**config.mk**
```make
export PLATFORM = sky130hd
export DESIGN_NAME = fat_datetime_to_epoch_seconds_top
export DESIGN_NICKNAME = d
export VERILOG_FILES = /design/src/design/fdte_pkg.sv /design/src/design/fdte_decode.sv /design/src/design/fdte_sum.sv /design/src/design/fdte_scale.sv /design/src/design/fat_datetime_to_epoch_seconds_top.sv
export SDC_FILE = /design/constraint.sdc
export NUM_CORES = 1
export LEC_CHECK = 0
export BUFFER_PORTS_ARGS = -buffer_cell sky130_fd_sc_hd__buf_2
export CORE_UTILIZATION = 65
export CTS_CLUSTER_SIZE = 14
export DETAILED_ROUTE_END_ITERATION = 10
export GPL_TIMING_DRIVEN = 1
export PLACE_DENSITY = 0.84
export SYNTH_ARGS = -nofsm -noshare
export SYNTH_HDL_FRONTEND = slang
export SYNTH_SLANG_ARGS = --single-unit
```
**constraint.sdc**
```tcl
create_clock -name i_clk -period 8.9 [get_ports i_clk]
set_input_delay 0.445 -clock i_clk [delete_from_list [all_inputs] [get_ports i_clk]]
set_output_delay 0.445 -clock i_clk [all_outputs]
set_load 0.03 [all_outputs]
```
**src/design/fdte_pkg.sv**
```systemverilog
package fdte_pkg;

    localparam logic [15:0] DaysBefore1980 = 16'd3652;
    localparam logic [15:0] DaysPerYear    = 16'd365;
    localparam logic [6:0]  Offset2100     = 7'd120;
    localparam logic [31:0] SecsPerDay     = 32'd86400;
    localparam logic [16:0] SecsPerHour    = 17'd3600;
    localparam logic [16:0] SecsPerMin     = 17'd60;

    localparam logic [3:0] MonJan = 4'd1;
    localparam logic [3:0] MonFeb = 4'd2;
    localparam logic [3:0] MonDec = 4'd12;

    // Fields after decode: day count split into parts, raw time fields.
    typedef struct packed {
        logic        zero;
        logic [15:0] year_days;
        logic [8:0]  month_days;
        logic [4:0]  day_m1;
        logic [4:0]  hour;
        logic [5:0]  minute;
        logic [4:0]  sec2;
    } t_dec;

    typedef struct packed {
        logic        zero;
        logic [15:0] days;
        logic [16:0] tod_secs;
    } t_sum;

    // Days in the whole months before month m (month already clamped to 1..12).
    function automatic logic [8:0] days_before_month(input logic [3:0] m);
        logic [8:0] d;
        unique case (m)
            4'd1:    d = 9'd0;
            4'd2:    d = 9'd31;
            4'd3:    d = 9'd59;
            4'd4:    d = 9'd90;
            4'd5:    d = 9'd120;
            4'd6:    d = 9'd151;
            4'd7:    d = 9'd181;
            4'd8:    d = 9'd212;
            4'd9:    d = 9'd243;
            4'd10:   d = 9'd273;
            4'd11:   d = 9'd304;
            4'd12:   d = 9'd334;
            default: d = 9'd0;
        endcase
        return d;
    endfunction

endpackage

```
**src/design/fdte_decode.sv**
```systemverilog
module fdte_decode
    import fdte_pkg::*;
(
    input  logic        i_clk,
    input  logic        i_rst_n,
    input  logic        i_en,
    input  logic        i_valid,
    input  logic [15:0] i_date_word,
    input  logic [15:0] i_time_word,
    output logic        o_valid,
    output t_dec        o_dec
);

    logic [6:0]  year_ofs;
    logic [3:0]  month_raw;
    logic [3:0]  month;
    logic [4:0]  day_raw;
    logic [7:0]  ofs_p3;
    logic [5:0]  leap_cnt;
    logic        is_leap;
    logic        past_2100;
    logic [15:0] year_days;
    logic [8:0]  month_days;
    t_dec        n_dec;
    t_dec        r_dec;
    logic        r_valid;

    assign year_ofs  = i_date_word[15:9];
    assign month_raw = i_date_word[8:5];
    assign day_raw   = i_date_word[4:0];

    always_comb begin
        priority if (month_raw < MonJan) begin
            month = MonJan;
        end else if (month_raw > MonDec) begin
            month = MonDec;
        end else begin
            month = month_raw;
        end
    end

    // Leap years from 1980 on: every fourth, except 2100.
    assign ofs_p3     = {1'b0, year_ofs} + 8'd3;
    assign past_2100  = (year_ofs > Offset2100);
    assign leap_cnt   = ofs_p3[7:2] - {5'd0, past_2100};
    assign is_leap    = (year_ofs[1:0] == 2'd0) && (year_ofs != Offset2100);
    assign year_days  = DaysBefore1980 + 16'(16'(year_ofs) * DaysPerYear)
                        + {10'd0, leap_cnt};
    assign month_days = days_before_month(month) + {8'd0, (is_leap && month > MonFeb)};

    always_comb begin
        n_dec.zero       = (i_date_word == 16'd0);
        n_dec.year_days  = year_days;
        n_dec.month_days = month_days;
        n_dec.day_m1     = (day_raw == 5'd0) ? 5'd0 : day_raw - 5'd1;
        n_dec.hour       = i_time_word[15:11];
        n_dec.minute     = i_time_word[10:5];
        n_dec.sec2       = i_time_word[4:0];
    end

    always_ff @(posedge i_clk) begin
        if (!i_rst_n) begin
            r_valid <= 1'b0;
        end else if (i_en) begin
            r_valid <= i_valid;
        end
    end

    always_ff @(posedge i_clk) begin
        if (i_en) begin
            r_dec <= n_dec;
        end
    end

    assign o_valid = r_valid;
    assign o_dec   = r_dec;

endmodule

```
**src/design/fdte_sum.sv**
```systemverilog
module fdte_sum
    import fdte_pkg::*;
(
    input  logic i_clk,
    input  logic i_rst_n,
    input  logic i_en,
    input  logic i_valid,
    input  t_dec i_dec,
    output logic o_valid,
    output t_sum o_sum
);

    t_sum n_sum;
    t_sum r_sum;
    logic r_valid;

    always_comb begin
        n_sum.zero     = i_dec.zero;
        n_sum.days     = i_dec.year_days + {7'd0, i_dec.month_days}
                         + {11'd0, i_dec.day_m1};
        n_sum.tod_secs = 17'(17'(i_dec.hour) * SecsPerHour)
                         + 17'(17'(i_dec.minute) * SecsPerMin)
                         + {11'd0, i_dec.sec2, 1'b0};
    end

    always_ff @(posedge i_clk) begin
        if (!i_rst_n) begin
            r_valid <= 1'b0;
        end else if (i_en) begin
            r_valid <= i_valid;
        end
    end

    always_ff @(posedge i_clk) begin
        if (i_en) begin
            r_sum <= n_sum;
        end
    end

    assign o_valid = r_valid;
    assign o_sum   = r_sum;

endmodule

```
**src/design/fdte_scale.sv**
```systemverilog
module fdte_scale
    import fdte_pkg::*;
(
    input  logic        i_clk,
    input  logic        i_rst_n,
    input  logic        i_en_mul,
    input  logic        i_en_out,
    input  logic        i_valid,
    input  t_sum        i_sum,
    output logic        o_mul_valid,
    output logic        o_valid,
    output logic [31:0] o_epoch_seconds
);

    logic        r_mul_valid;
    logic        r_mul_zero;
    logic [31:0] r_day_secs;
    logic [16:0] r_tod_secs;
    logic        r_valid;
    logic [31:0] r_result;
    logic [31:0] n_result;

    always_ff @(posedge i_clk) begin
        if (!i_rst_n) begin
            r_mul_valid <= 1'b0;
            r_valid     <= 1'b0;
        end else begin
            if (i_en_mul) begin
                r_mul_valid <= i_valid;
            end
            if (i_en_out) begin
                r_valid <= r_mul_valid;
            end
        end
    end

    // Day count times seconds per day, kept modulo 2^32.
    always_ff @(posedge i_clk) begin
        if (i_en_mul) begin
            r_mul_zero <= i_sum.zero;
            r_day_secs <= 32'(32'(i_sum.days) * SecsPerDay);
            r_tod_secs <= i_sum.tod_secs;
        end
    end

    assign n_result = r_mul_zero ? 32'd0 : r_day_secs + {15'd0, r_tod_secs};

    always_ff @(posedge i_clk) begin
        if (i_en_out) begin
            r_result <= n_result;
        end
    end

    assign o_mul_valid     = r_mul_valid;
    assign o_valid         = r_valid;
    assign o_epoch_seconds = r_result;

endmodule

```
**src/design/fat_datetime_to_epoch_seconds_top.sv**
```systemverilog
// FAT date/time to seconds since 1970-01-01.
//
// Input channel: i_valid, i_date_word, i_time_word, with o_stall back to the
// sender. A transfer happens on a rising edge with i_valid high and o_stall low.
// Output channel: o_valid, o_epoch_seconds, with i_stall from the receiver.
// One result leaves for every input transfer, in order.
//
// Four register stages: field decode and year/month day counts, day and
// time-of-day sums, day-to-seconds multiply, final add into the output
// register. A word pair moves through these stage registers in that order;
// while i_stall stays low the block takes one word pair per cycle. The
// multiply gets a stage of its own, which sets the depth at four.
//
// A stalled stage holds its contents; an empty stage keeps accepting, so
// bubbles close up while the receiver stalls. o_stall rises only once all
// four stages are full and i_stall is high. A stalled result holds steady.
// Reset (synchronous, active low) empties every stage; payload registers
// are not cleared.
module fat_datetime_to_epoch_seconds_top
    import fdte_pkg::*;
(
    input  logic        i_clk,
    input  logic        i_rst_n,
    input  logic        i_valid,
    output logic        o_stall,
    input  logic [15:0] i_date_word,
    input  logic [15:0] i_time_word,
    output logic        o_valid,
    input  logic        i_stall,
    output logic [31:0] o_epoch_seconds
);

    logic en1;
    logic en2;
    logic en3;
    logic en4;
    logic v1;
    logic v2;
    logic v3;
    t_dec dec;
    t_sum sum;

    // Advance a stage when it is empty or the next stage advances.
    assign en4     = !o_valid || !i_stall;
    assign en3     = !v3 || en4;
    assign en2     = !v2 || en3;
    assign en1     = !v1 || en2;
    assign o_stall = !en1;

    fdte_decode u_decode (
        .i_clk       (i_clk),
        .i_rst_n     (i_rst_n),
        .i_en        (en1),
        .i_valid     (i_valid),
        .i_date_word (i_date_word),
        .i_time_word (i_time_word),
        .o_valid     (v1),
        .o_dec       (dec)
    );

    fdte_sum u_sum (
        .i_clk   (i_clk),
        .i_rst_n (i_rst_n),
        .i_en    (en2),
        .i_valid (v1),
        .i_dec   (dec),
        .o_valid (v2),
        .o_sum   (sum)
    );

    fdte_scale u_scale (
        .i_clk           (i_clk),
        .i_rst_n         (i_rst_n),
        .i_en_mul        (en3),
        .i_en_out        (en4),
        .i_valid         (v2),
        .i_sum           (sum),
        .o_mul_valid     (v3),
        .o_valid         (o_valid),
        .o_epoch_seconds (o_epoch_seconds)
    );

endmodule

```
== Word level (Yosys, flattened, before mapping) ==
Memory sizes are Yosys's and may differ from the RTL's.
Cells that the tools add are included.

* Bits in registers: 160
* Memory bits (read-only): 144
* Input bits: 36
* Output and inout bits: 34
* Memories: 1

{| class="wikitable"
|+ Memory list
! name !! words !! bits a word !! read ports !! clocked after memory_dff !! wr ports !! RTL line !! text
|-
| (no name shown) || 16 || 9 || 1 || 0 || 0 || fdte_pkg.sv:34 || <nowiki>unique case (m)</nowiki>
|}

* Add/subtract/negate cells: 11
* Multipliers: 4
* Order comparisons: 4
* Equality and inequality tests: 1
* Multiplexer cells: 2
* Reductions and logical operators: 15

{| class="wikitable"
|+ Operators by type and width
! kind !! number
|-
| 32-bit by 17-bit adder with 32-bit output || 1
|-
| 16-bit by 10-bit multiplier with 25-bit output, second input constant || 1
|-
| 17-bit by 12-bit adder with 17-bit output || 1
|-
| 17-bit by 6-bit adder with 17-bit output || 1
|-
| 12-bit by 16-bit adder with 16-bit output, first input constant || 1
|-
| 16-bit by 5-bit adder with 16-bit output || 1
|-
| 16-bit by 6-bit adder with 16-bit output || 1
|-
| 16-bit by 9-bit adder with 16-bit output || 1
|-
| 16-bit zero test || 1
|-
| 7-bit by 9-bit multiplier with 16-bit output, second input constant || 1
|-
| 5-bit by 8-bit multiplier with 13-bit output, second input constant || 1
|-
| 6-bit by 4-bit multiplier with 10-bit output, second input constant || 1
|-
| 9-bit by 1-bit adder with 9-bit output || 1
|-
| 7-bit by 2-bit adder with 8-bit output, second input constant || 1
|-
| 4-bit 2-to-1 mux || 2
|-
| 7-bit > comparator, second input constant || 1
|-
| 7-bit inequality test, second input constant || 1
|-
| 1-bit zero test || 6
|-
| 6-bit by 1-bit subtractor with 6-bit output || 1
|-
| 5-bit zero test || 1
|-
| 5-bit by 1-bit subtractor with 5-bit output, second input constant || 1
|-
| 4-bit by 2-bit > comparator with 1-bit output, second input constant || 1
|-
| 4-bit > comparator, second input constant || 1
|-
| 1-bit logical OR || 4
|-
| 3 further kinds || 4
|}

== Logic depth before layout (Yosys ltp) ==
* Word-level depth: 6
* Depth in mapped cells: 21
* Gate-level depth less buffers: 21

== By module ==
A second synthesis with hierarchy kept.

* Cells, all modules: 1262
* Area total of the unflattened synthesis: 13703.1 µm²

{| class="wikitable"
|+ Modules (own cells, without submodules)
! module !! times used !! cells each !! area each (µm²) !! seq. area each (µm²)
|-
| fdte_scale || 1 || 558 || 6172.2 || 2292.2
|-
| fdte_decode || 1 || 359 || 3998.8 || 1431.4
|-
| fdte_sum || 1 || 339 || 3498.4 || 1011.0
|-
| fat_datetime_to_epoch_seconds_top || 1 || 6 || 33.8 || 0.0
|}

== Worst setup path before layout ==
Ideal clock, no wire load.

* Kind: in2reg
* Start: input i_date_word[11]
* End: register u_decode.r_dec, in the netlist u_decode.o_dec[45] (data pin)
* Data arrival time: 4611 ps
* Data required time: 8639 ps
* Slack: 4028 ps
* Stages: 21
* Path buffers: 0
* Cells stage by stage: inv_1 -> ha_1 -> and3_1 -> a21oi_1 -> ha_1 -> nand3_1 -> nor2_1 -> xor2_1 -> fa_1 -> inv_1 -> fa_1 -> fa_1 -> inv_1 -> ha_1 -> o21a_1 -> o31a_1 -> o211ai_1 -> a21o_1 -> a21o_1 -> and4_1 -> a311o_1

{| class="wikitable"
|+ RTL lines
! item !! RTL line !! text
|-
| start: declaration || fat_datetime_to_epoch_seconds_top.sv:26 || <nowiki>input logic [15:0] i_date_word,</nowiki>
|-
| end signal: assignment || fdte_decode.sv:71 || <nowiki>r_dec <= n_dec;</nowiki>
|-
| end: declaration || fdte_decode.sv:25 || <nowiki>t_dec r_dec;</nowiki>
|}

==> reports/qor.csv <==
metric,value,unit
fmax,0.197,GHz
CTS HTree Levels,4,
most frequent cells after synthesis,"ha_1, inv_1, edfxtp_1",
WP data arrival,5250,ps
Vert. Die Dim,144,um
Synth Register Bits,157,
Final Cycle Share,57.0,%
Synthesis Warnings,0,
syn avg cell area,10.9,um2
status,finished clean,
site row count,51,
Tmin final,5070,ps
Tightest Hold Check Type,input port to flip-flop,
die width,144,um
Final Skew,10.4,ps
initial antenna violation count,0,
CTS Buf Count,17,
pin count of the biggest net entering global routing,49,
Ports,70,
CTS Sinks,157,
worst-margin pin slew,1270,ps
global placement routability congestion,0.889,
"Reg clk slew, reported paths",70,ps
first-pass GRT wire length,39.2,mm
cell taking the most area after synthesis,edfxtp_1,
DRT iter0 DRCs,349,
CTS-repair resized insts,0,
# setup viols final,0,
# DRC,0,
MaxCap Viol Count,0,
final net count,1598,
Fin. Hold Viols,0,
Area growth syn-to-layout,9.38,%
total gr overflow,0,
Post-Syn Area,0.0130,mm2
Via density,5.47,
worst r2r src,u_sum.o_sum[18],
layout cells sized above 1,9.82,%
Core ar.,0.0195,mm2
most frequent cell after synthesis,ha_1,
top_reg_cell synth,edfxtp_1,
CTS root buffer,clkbuf_16,
worst r2r dst,u_scale.r_day_secs[29],
die area,0.0206,mm2
top post-synthesis cells by area,"edfxtp_1, ha_1, fa_1",
WL/cell,15.0,um
setup bufs post-CTS,0,
Initial Utilization,66.7,%
CP max FO,9,
ant diodes,0,
Hold Crit Start,i_time_word[5],
Yosys cell types,62,
Post-CTS Hold Buffers,0,
Worst setup SP type,input port,
RSZ-0062 raised after global routing,false,
Mapped Cells,1191,
path depth of the worst reg2reg path,17,
CP Data Required Time,9080,ps
vias in the first global route,8542,
Fillers,1312,
area of the multi-input gates,0.00751,mm2
CTS tree,yes,
All-Layer GR Usage,24.6,%
"Clk Latency, worst-skew pair",440,ps
dpl hpwl,18.2,mm
WHS Endpoint,u_decode.o_dec[5],
slew margin rel.,15.2,%
setup TNS,0,ps
Post-synth EDFFs,153,
critical path class,input port to flip-flop,
final wirelength,23.2,mm
Bufs on Longest Clock Path,2,
Worst R2R Setup Slack,3950,ps
post-route antenna net violation count,0,
DR vias,8466,
final slew viol count,0,
area fraction of the dominant cell type after synthesis,35.3,%
worst hold path cell count,1,
nature of the critical path endpoint,flip-flop,
FF+latch area,0.00467,mm2
Pre-Repair DR Iteration Count,6,
Port Buf Inserts,68,
Post-synth ARST share,0,%
sequential fraction of the synthesis area,35.9,%
synthesized net count,1519,
registers in the layout (all words and copies together), names as in the netlist:
name	flops
u_sum.o_valid	1
u_scale.r_day_secs	25
u_scale.o_valid	1
u_scale.r_tod_secs	16
u_scale.o_mul_valid	1
u_scale.o_epoch_seconds	31
u_sum.o_sum	33
u_decode.o_dec	47
u_decode.o_valid	1
u_scale.r_mul_zero	1
routing by layer:
| layer | vias up | share of wire, % | global-route usage, % |
|---|---|---|---|
| met5 | - | 0 | 0 |
| met2 | 187 | 51 | 44.3 |
| met3 | 43 | 3.5 | 4.03 |
| met1 | 4016 | 43 | 30.0 |
| li1 | 4220 | - | - |
| met4 | 0 | 1.8 | 7.89 |
worst max-delay path, cell delays in order:
cell and delay [ps]:
buf_2 190, inv_1 90, ha_1 200, a21oi_1 270, nor2_1 100, xnor2_1 280
nand2_1 90, nor2_1 150, xor2_1 210, fa_1 450, inv_1 80, fa_1 430
fa_1 550, inv_1 40, ha_1 320, o21a_1 140, o31a_1 180, o211ai_1 120
a21o_1 230, a21o_1 200, and4_1 170, a311o_1 310
logic make-up after synthesis:
kind of cell	share of synthesized area (%)
buffers and inverters	6.39
DFF	35.9
other	0.0288
muxes	0.846
and+or+nand+nor	7.88
adders and majority gates	32.3
AOI/OAI and AO/OA	9.46
xor gates and xnor gates	7.13
through the flow:
step           area, um2  setup WS [ps]  hold slack (ps)  cells  util [%]
6_report           14200           3830              179   1548      72.9
5_1_grt            14200           3520              159   1548      72.9
4_1_cts            14200           3900              167   1548      72.9
3_5_place_dp       13700           3470              405   1516      70.0
3_3_place_gp       13700           3610              403   1516      70.0
2_1_floorplan      13000           4030              400   1191         -
worst max-delay path by stage:
| stage | startpoint | endpoint | slack [ps] |
|---|---|---|---|
| 2_1_floorplan | i_date_word[11] | u_decode.o_dec[45] | 4030 |
| 3_3_place_gp | i_date_word[10] | u_decode.o_dec[45] | 3610 |
| 3_5_place_dp | i_date_word[10] | u_decode.o_dec[45] | 3470 |
| 4_1_cts | i_date_word[10] | u_decode.o_dec[45] | 3900 |
| 5_1_grt | i_date_word[10] | u_decode.o_dec[45] | 3520 |
| 6_report | i_date_word[10] | u_decode.o_dec[45] | 3830 |
cells in the final DEF, fill, tap and decap left out, types with 8 or more instances in the layout:
cell type and instances:
ha_1 218, inv_1 208, edfxtp_1 153, xnor2_1 82, fa_1 74, nor2_1 70
buf_2 68, a21oi_1 58, nand2_1 56, o21ai_0 46, xor2_1 24, nor2b_1 23
a21o_1 22, clkbuf_16 17, and3_1 13, nor3_1 12, o21a_1 11, o21bai_1 11
nand3_1 10, mux2_2 8
area by class of cell:
cell class                 instances  share of cell area, %
timing repair buffer              72                   2.60
tap                              265                   2.33
clock inverter                    12                  0.694
sequential                       157                   32.8
inverter                         208                   5.48
clock buffer                      20                   3.28
multi-input combinational        814                   52.8
Power is not shown: default switching activity piles up to over one toggle a cycle in this logic, so the estimate is an artifact.
